## config.mk

```make
export PLATFORM = sky130hd
export DESIGN_NAME = date_period_overlap_days
export DESIGN_NICKNAME = d
export VERILOG_FILES = /design/src/rtl/dpod_pkg.sv /design/src/rtl/date_period_overlap_days.sv /design/src/rtl/dpod_ctrl.sv /design/src/rtl/dpod_datapath.sv
export SDC_FILE = /design/constraint.sdc
export NUM_CORES = 1
export LEC_CHECK = 0
export ABC_AREA = 1
export BUFFER_PORTS_ARGS = -buffer_cell sky130_fd_sc_hd__buf_4
export CORE_MARGIN = 2
export CORE_UTILIZATION = 50
export DETAILED_ROUTE_END_ITERATION = 6
export GPL_TIMING_DRIVEN = 0
export PLACE_DENSITY = 0.69
export SLEW_MARGIN = 30
export SYNTH_ARGS = -nofsm -noshare
export SYNTH_HDL_FRONTEND = slang
export SYNTH_HIERARCHICAL = 1
export SYNTH_SLANG_ARGS = --single-unit
```

## constraint.sdc

```tcl
create_clock -name clock -period 4.95 [get_ports clock]
set_clock_uncertainty 0.15 [all_clocks]
set_input_delay 0.2475 -clock clock [delete_from_list [all_inputs] [get_ports clock]]
set_output_delay 0.2475 -clock clock [all_outputs]
set_load 0.02 [all_outputs]
```

## src/rtl/dpod_pkg.sv

```systemverilog
// shared types, constants and calendar helpers for the date period overlap block
package dpod_pkg;

   localparam int YEAR_W  = 14;
   localparam int MONTH_W = 4;
   localparam int DAY_W   = 5;
   localparam int COUNT_W = 22;
   localparam int REQ_W   = 96;
   localparam int RSP_W   = 24;
   localparam int DATE_W  = YEAR_W + MONTH_W + DAY_W;
   localparam int PAD_W   = REQ_W - 4 * DATE_W;

   // year counter carries one extra bit: the first step may leave the top year
   localparam int CUR_YEAR_W = YEAR_W + 1;

   localparam logic [COUNT_W-1:0] COUNT_SAT = '1;
   localparam logic [YEAR_W-1:0]  GREG_CYCLE = YEAR_W'(400);
   localparam logic [YEAR_W-1:0]  CENT_1 = YEAR_W'(100);
   localparam logic [YEAR_W-1:0]  CENT_2 = YEAR_W'(200);
   localparam logic [YEAR_W-1:0]  CENT_3 = YEAR_W'(300);
   localparam logic [YEAR_W-1:0]  GREG_LAST = YEAR_W'(399);
   localparam logic [MONTH_W:0]   LAST_MONTH = (MONTH_W+1)'(12);

   localparam logic [DAY_W-1:0] MONTH_LEN [12] = '{
      5'd31, 5'd28, 5'd31, 5'd30, 5'd31, 5'd30, 5'd31, 5'd31, 5'd30, 5'd31, 5'd30, 5'd31
   };

   // date as it travels on tdata: year in the lowest bits
   typedef struct packed {
      logic [DAY_W-1:0]   day;
      logic [MONTH_W-1:0] month;
      logic [YEAR_W-1:0]  year;
   } date_type;

   typedef struct packed {
      logic [PAD_W-1:0] pad;
      date_type         second_end;
      date_type         second_start;
      date_type         first_end;
      date_type         first_start;
   } req_payload_type;

   typedef struct packed {
      logic load;
      logic reduce;
      logic step;
      logic finish;
   } dpod_cmd_type;

   typedef struct packed {
      logic rem_ge_cycle;
      logic step_more;
      logic out_busy;
   } dpod_status_type;

   // ordering key: year, then month, then day
   function automatic logic [DATE_W-1:0] date_key(input date_type d);
      return {d.year, d.month, d.day};
   endfunction

   function automatic logic [DAY_W-1:0] month_days(input logic [MONTH_W-1:0] m,
                                                  input logic leap);
      logic [DAY_W-1:0] len;
      len = '0;
      if (m >= MONTH_W'(1) && m <= MONTH_W'(12)) begin
         if (m == MONTH_W'(2) && leap) begin
            len = DAY_W'(29);
         end else begin
            len = MONTH_LEN[m - MONTH_W'(1)];
         end
      end
      return len;
   endfunction

endpackage

```

## src/rtl/date_period_overlap_days.sv

```systemverilog
// Overlap of two Gregorian date periods, counted by stepping one day per clock.
// Each request transfer carries two periods; the result says whether they overlap
// (touching counts) and how many days lie from the later start to the earlier end,
// end day excluded, saturating at 4194303. Each item is loaded on its transfer, then
// the start year is reduced modulo 400 for leap tracking (one subtraction of 400 per
// cycle), then the days are stepped, then the result is written to the output register
// once the previous result has left it or is being taken. Out-of-range dates are not
// flagged. A new request is taken once the previous result sits in the output
// register, even if that result has not yet been transferred.
module date_period_overlap_days
   import dpod_pkg::*;
(
   input  logic             clock,
   input  logic             reset,
   input  logic             req_tvalid,
   output logic             req_tready,
   // first_start_year, _month, _day, first_end_year, _month, _day,
   // second_start_year, _month, _day, second_end_year, _month, _day, zero pad
   input  logic [REQ_W-1:0] req_tdata,
   output logic             rsp_tvalid,
   input  logic             rsp_tready,
   // overlaps, overlap_days, zero pad
   output logic [RSP_W-1:0] rsp_tdata
);

   dpod_cmd_type    cmd;
   dpod_status_type status;

   dpod_ctrl u_ctrl (
      .clock      (clock),
      .reset      (reset),
      .req_tvalid (req_tvalid),
      .req_tready (req_tready),
      .status     (status),
      .cmd        (cmd)
   );

   dpod_datapath u_datapath (
      .clock      (clock),
      .reset      (reset),
      .cmd        (cmd),
      .status     (status),
      .req_tdata  (req_tdata),
      .rsp_tvalid (rsp_tvalid),
      .rsp_tready (rsp_tready),
      .rsp_tdata  (rsp_tdata)
   );

endmodule

```

## src/rtl/dpod_ctrl.sv

```systemverilog
// controller: sequences load, year reduction, day stepping and result hand-off
module dpod_ctrl
   import dpod_pkg::*;
(
   input  logic            clock,
   input  logic            reset,
   input  logic            req_tvalid,
   output logic            req_tready,
   input  dpod_status_type status,
   output dpod_cmd_type    cmd
);

   localparam logic [1:0] ST_IDLE   = 2'd0;
   localparam logic [1:0] ST_REDUCE = 2'd1;
   localparam logic [1:0] ST_STEP   = 2'd2;

   logic [1:0] state_ff;
   logic [1:0] state_in;

   assign req_tready = (state_ff == ST_IDLE);

   always_comb begin
      state_in = state_ff;
      cmd      = '0;
      case (state_ff)
         ST_IDLE: begin
            if (req_tvalid) begin
               cmd.load = 1'b1;
               state_in = ST_REDUCE;
            end
         end
         ST_REDUCE: begin
            if (status.rem_ge_cycle) begin
               cmd.reduce = 1'b1;
            end else begin
               state_in = ST_STEP;
            end
         end
         ST_STEP: begin
            if (status.step_more) begin
               cmd.step = 1'b1;
            end else if (!status.out_busy) begin
               cmd.finish = 1'b1;
               state_in   = ST_IDLE;
            end
         end
         default: begin
            state_in = ST_IDLE;
         end
      endcase
   end

   always_ff @(posedge clock) begin
      if (reset) begin
         state_ff <= ST_IDLE;
      end else begin
         state_ff <= state_in;
      end
   end

endmodule

```

## src/rtl/dpod_datapath.sv

```systemverilog
// datapath: period compare, date stepper with leap tracking, day counter, result register
module dpod_datapath
   import dpod_pkg::*;
(
   input  logic            clock,
   input  logic            reset,
   input  dpod_cmd_type    cmd,
   output dpod_status_type status,
   input  logic [REQ_W-1:0] req_tdata,
   output logic            rsp_tvalid,
   input  logic            rsp_tready,
   output logic [RSP_W-1:0] rsp_tdata
);

   req_payload_type req;
   logic            ov;
   date_type        later_start;
   date_type        earlier_end;

   logic [CUR_YEAR_W-1:0] cur_year_ff, cur_year_in;
   logic [MONTH_W-1:0]    cur_month_ff, cur_month_in;
   logic [DAY_W-1:0]      cur_day_ff, cur_day_in;
   logic [YEAR_W-1:0]     rem_ff, rem_in;
   date_type              end_ff;
   logic [COUNT_W-1:0]    count_ff;
   logic                  ov_ff;
   logic                  skip_ff;
   logic                  rsp_valid_ff;
   logic [RSP_W-1:0]      rsp_data_ff;

   logic                  leap;
   logic [DAY_W-1:0]      mlen;
   logic [DAY_W:0]        day_nx;
   logic [MONTH_W:0]      month_nx;
   logic                  cur_before_end;

   assign req = req_payload_type'(req_tdata);

   // periods overlap unless one starts after the other ends
   assign ov = !((date_key(req.second_start) > date_key(req.first_end)) ||
                 (date_key(req.first_start) > date_key(req.second_end)));
   assign later_start = (date_key(req.first_start) > date_key(req.second_start)) ?
                        req.first_start : req.second_start;
   assign earlier_end = (date_key(req.first_end) < date_key(req.second_end)) ?
                        req.first_end : req.second_end;

   // rem is the year modulo 400 once reduction is done
   assign leap = (rem_ff[1:0] == 2'b00) && (rem_ff != CENT_1) && (rem_ff != CENT_2) &&
                 (rem_ff != CENT_3);
   assign mlen = month_days(cur_month_ff, leap);

   always_comb begin
      day_nx       = {1'b0, cur_day_ff} + (DAY_W+1)'(1);
      month_nx     = {1'b0, cur_month_ff};
      cur_day_in   = day_nx[DAY_W-1:0];
      cur_year_in  = cur_year_ff;
      cur_month_in = cur_month_ff;
      rem_in       = rem_ff;
      if (day_nx > {1'b0, mlen}) begin
         month_nx   = {1'b0, cur_month_ff} + (MONTH_W+1)'(1);
         cur_day_in = DAY_W'(1);
      end
      // invalid months also roll into the next year here
      if (month_nx > LAST_MONTH) begin
         cur_year_in  = cur_year_ff + CUR_YEAR_W'(1);
         cur_month_in = MONTH_W'(1);
         rem_in       = (rem_ff == GREG_LAST) ? '0 : rem_ff + YEAR_W'(1);
      end else begin
         cur_month_in = month_nx[MONTH_W-1:0];
      end
   end

   assign cur_before_end = {cur_year_ff, cur_month_ff, cur_day_ff} <
                           {1'b0, date_key(end_ff)};

   assign status.rem_ge_cycle = (rem_ff >= GREG_CYCLE);
   assign status.step_more    = !skip_ff && (count_ff != COUNT_SAT) &&
                                ((count_ff == '0) || cur_before_end);
   assign status.out_busy     = rsp_valid_ff && !rsp_tready;

   always_ff @(posedge clock) begin
      if (cmd.load) begin
         cur_year_ff  <= {1'b0, later_start.year};
         cur_month_ff <= later_start.month;
         cur_day_ff   <= later_start.day;
         rem_ff       <= later_start.year;
         end_ff       <= earlier_end;
         count_ff     <= '0;
         ov_ff        <= ov;
         skip_ff      <= !ov || (date_key(later_start) >= date_key(earlier_end));
      end else if (cmd.reduce) begin
         rem_ff <= rem_ff - GREG_CYCLE;
      end else if (cmd.step) begin
         cur_year_ff  <= cur_year_in;
         cur_month_ff <= cur_month_in;
         cur_day_ff   <= cur_day_in;
         rem_ff       <= rem_in;
         count_ff     <= count_ff + COUNT_W'(1);
      end
      if (cmd.finish) begin
         rsp_data_ff <= {1'b0, count_ff, ov_ff};
      end
   end

   always_ff @(posedge clock) begin
      if (reset) begin
         rsp_valid_ff <= 1'b0;
      end else if (cmd.finish) begin
         rsp_valid_ff <= 1'b1;
      end else if (rsp_tready) begin
         rsp_valid_ff <= 1'b0;
      end
   end

   assign rsp_tvalid = rsp_valid_ff;
   assign rsp_tdata  = rsp_data_ff;

endmodule

```

==> results.yml <==
run_status:
  status: "complete, no violations"
setup_path:
  critPathMaxFanout: 14
  critPathRequiredTime_ns: 4.78
  crit_family: "simple AND/OR/NAND/NOR gates"
  critPathBufInv: 3
  crit_chain: "inv_1 -> ha_1 -> nand4_1 -> o21ai_0 -> nand3_1 -> nand3_1 -> nand3_1 -> ha_1 -> nand2_1 -> nand2_1 -> nand2_1 -> nand2_1 -> nand2_1 -> nand2_2 -> nand2_1 -> nand2_1 -> inv_1 -> nand3_1 -> nand2_1 -> o21ai_1 -> inv_1"
  rr_worst_depth: 21
  crit_top_cell: "nand2_1"
  reg2reg_from: "u_datapath/rem_ff[4]"
  crit_start: "u_datapath/rem_ff[4]"
  cp-endpoint: "u_datapath/cur_year_ff[5]"
  cp-end-kind: "flip-flop"
  criticalPathCategory: "flip-flop to flip-flop"
  rr_endpoint: "u_datapath/cur_year_ff[5]"
  worstPathArrival_ns: 3.78
  worstSetupStartpointType: "flip-flop"
  crit_slowest_cell: "edfxtp_1"
  cp.depth: 21
  crit_path_max_incr_delay_ns: 0.49
  r2r_setup_slack_ns: 1.01
cts:
  cts_max_level: 3
  cts.sinks: 111
  cts_buffers: 9
  clk_latency_ns: 0.35
  postCtsSetupBuffers: 0
  cts_buffer_depth: 2
  path_clk_slew_ns: 0.08
  cts_resized: 0
  cts_tree: "built"
  cts-root-buf: "clkbuf_16"
finish:
  multi_input_area_sq_mm: 0.00604
  area_growth_pct: 15.9
  post-route-cell-area_sq_mm: 0.0117
  seq_area_sq_mm: 0.00307
  fin_cells: 1730
  final_net_count: 1717
  nFillCells: 1825
  antenna_cells: 0
  drive_above_1_share_pct: 12.6
floorplan:
  io_pins: 126
  core_sq_mm: 0.0196
  dieArea_sq_mm: 0.0213
  initial_core_util_pct: 51.4
  die_h_microns: 146
  die_w_microns: 146
  rows: 51
synth:
  ys.flop_type: "edfxtp_1"
  yosysSeqAreaShare_pct: 30.5
  synth_top_area_cell: "edfxtp_1"
  synth_edf_count: 85
  synth-async-reset-ratio_pct: 0
  synth.yosys.warnings: 6
  synth_top_area_share_pct: 25.4
  synth.avg_cell_area_sq_um: 7.60
  synth-seq-cells: 111
  synth_area_sq_mm: 0.0101
  synth_area_leaders: "edfxtp_1 (25%), ha_1 (20%), nand2_1 (11%)"
  yosysMostFrequentCell: "nand2_1"
  yosys.cell_types.count: 56
  synth_commonest_cells: "nand2_1 (296), inv_1 (209), ha_1 (157), a21oi_1 (91), edfxtp_1 (85)"
  synth.net_count: 1582
  syn-instance-count: 1325
sta:
  fin_crit_ns: 3.94
  setup_viol: 0
  fmax_ghz: 0.253
  slew_violations: 0
  period_share_pct: 79.7
  rsz0062_at_grt: "no"
  hold_viol: 0
  tightestPinTransition_ns: 0.752
  maxSlewHeadroom_pct: 49.9
pwr:
  p_leak_nw: 5.85
  ir_worst_vdd_v: 0.000237
  cellPowerDensity_mw_per_mm2: 386
route:
  post_drt_wl_per_cell_microns: 14.3
  first_pass_iters: 5
  num_vias: 9065
  antenna_left: 0
  via_per_inst: 5.24
  drt_wl_total_microns: 24800
  drc: 0
  drt_iter0_markers: 448
placement:
  portBuffers: 120
  dpl-instance-area_sq_mm: 0.0113
  dp.final_hpwl_microns: 21300
  dp.cells: 1713
  gp_congestion: 0.896
global_route:
  grt_pass1_vias: 8565
  grt_remaining_overflow: 0
  grt_max_degree: 27
  grt_pass1_wl_microns: 39900
  grt.total_usage_pct: 23.0
  antenna_found_initial: 0
job:
  maxCapViolations: 0
worst_hold_path:
  hold_path.class: "input pin to flip-flop"
  hp-start: "rsp_tready"
worst reg2reg max path: stages, from the launching register on:
cell and delay, ns:
edfxtp_1 0.49, inv_1 0.18, ha_1 0.17, nand4_1 0.11, o21ai_0 0.16, nand3_1 0.12
nand3_1 0.14, nand3_1 0.10, ha_1 0.30, nand2_1 0.07, nand2_1 0.05, nand2_1 0.05
nand2_1 0.05, nand2_1 0.17, nand2_2 0.14, nand2_1 0.10, nand2_1 0.08, inv_1 0.10
nand3_1 0.10, nand2_1 0.19, o21ai_1 0.11, inv_1 0.47
report_power, final:
part	leakage, nW	switching (mW)	internal [mW]
registers	1.01	0.183	1.33
clock network	0.159	0.361	0.392
logic	4.68	1.43	0.807
area by class of cell:
class	instances	area share (%)
Clock buffer	10	2.15
Buffer	29	1.30
Multi-Input combinational cell	970	51.8
Sequential cell	111	26.3
Timing Repair Buffer	124	7.94
Clock inverter	6	0.708
Inverter	215	6.96
Tap cell	265	2.84
cells in the final DEF (no fill, tap or decap), drive strengths merged, types with 2 or more instances in the layout:
master / n
nand2: 305
inv: 214
ha: 157
buf: 139
a21oi: 91
edfxtp: 85
nand3: 85
nor2: 79
nand4: 55
o21ai: 47
dfxtp: 26
nor3: 26
clkbuf: 23
nand3b: 22
and2: 22
xor2: 22
nor4: 10
clkinv: 7
o211ai: 6
o21a: 6
nor3b: 4
a31oi: 3
and3: 3
a211oi: 3
or2: 3
a21o: 2
o221ai: 2
xnor2: 2
o22ai: 2
o31ai: 2
a22oi: 2
o21bai: 2
flip-flops by register name, indices dropped and copies added, names as in the netlist:
signal                   cells
u_datapath/end_ff           23
u_datapath/rsp_tdata        23
u_datapath/count_ff         22
u_datapath/cur_year_ff      15
u_datapath/rem_ff           14
u_datapath/cur_day_ff        5
u_datapath/cur_month_ff      4
u_ctrl/state_ff              2
u_datapath/ov_ff             1
u_datapath/rsp_tvalid        1
u_datapath/skip_ff           1
cells by family after synthesis:
| family | count (synthesis) | share of synthesized area [%] |
|---|---|---|
| simple gates | 615 | 28.7 |
| buf+inv | 244 | 9.57 |
| compound gates | 173 | 9.53 |
| fa+ha+maj | 157 | 19.5 |
| flops | 111 | 30.5 |
| xor+xnor | 24 | 2.09 |
| other cells | 1 | 0.0372 |
routing by layer:
layer / track usage [%] / part of all wire [%] / wire length, microns / up-vias
li1: - / - / - / 4752
met1: 29.7 / 45 / 11200 / 4042
met2: 40.3 / 48 / 11900 / 237
met3: 2.13 / 4.1 / 1010 / 34
met4: 8.33 / 2.8 / 694 / 0
met5: 0 / 0 / 0 / -
metrics by stage:
| stage | hold slack, ns | power (mW) | setup WS (ns) | setup TNS [ns] | util [%] |
|---|---|---|---|---|---|
| 2_1_floorplan | 0.167 | 3.10 | 0.608 | 0 | - |
| 3_3_place_gp | 0.252 | 3.66 | -0.530 | -12.55 | 57.7 |
| 3_5_place_dp | 0.257 | 3.74 | 0.859 | 0 | 57.8 |
| 4_1_cts | 0.0370 | 4.51 | 0.954 | 0 | 59.5 |
| 5_1_grt | 0.0890 | 4.90 | 0.584 | 0 | 59.5 |
| 6_report | 0.0529 | 4.50 | 1.01 | 0 | 59.5 |
timing repair:
item,4_1_cts,5_1_grt
endpoints found under the hold margin,3,0
hold buffers,1,0
endpoints found under the setup margin,0,0
worst min-delay path by stage:
| stage | slack (ns) | depth (start not counted) | end |
|---|---|---|---|
| floorplan | 0.17 | 1 | u_ctrl/state_ff[0] |
| global placement | 0.25 | 0 | u_datapath/rsp_tdata[0] |
| detailed placement | 0.26 | 0 | u_datapath/rsp_tdata[0] |
| CTS | 0.04 | 4 | u_datapath/rsp_tvalid |
| global route | 0.09 | 3 | u_ctrl/state_ff[0] |
| finish | 0.05 | 4 | u_datapath/rsp_tvalid |
No activity file was read; power rests on OpenSTA's default activity.
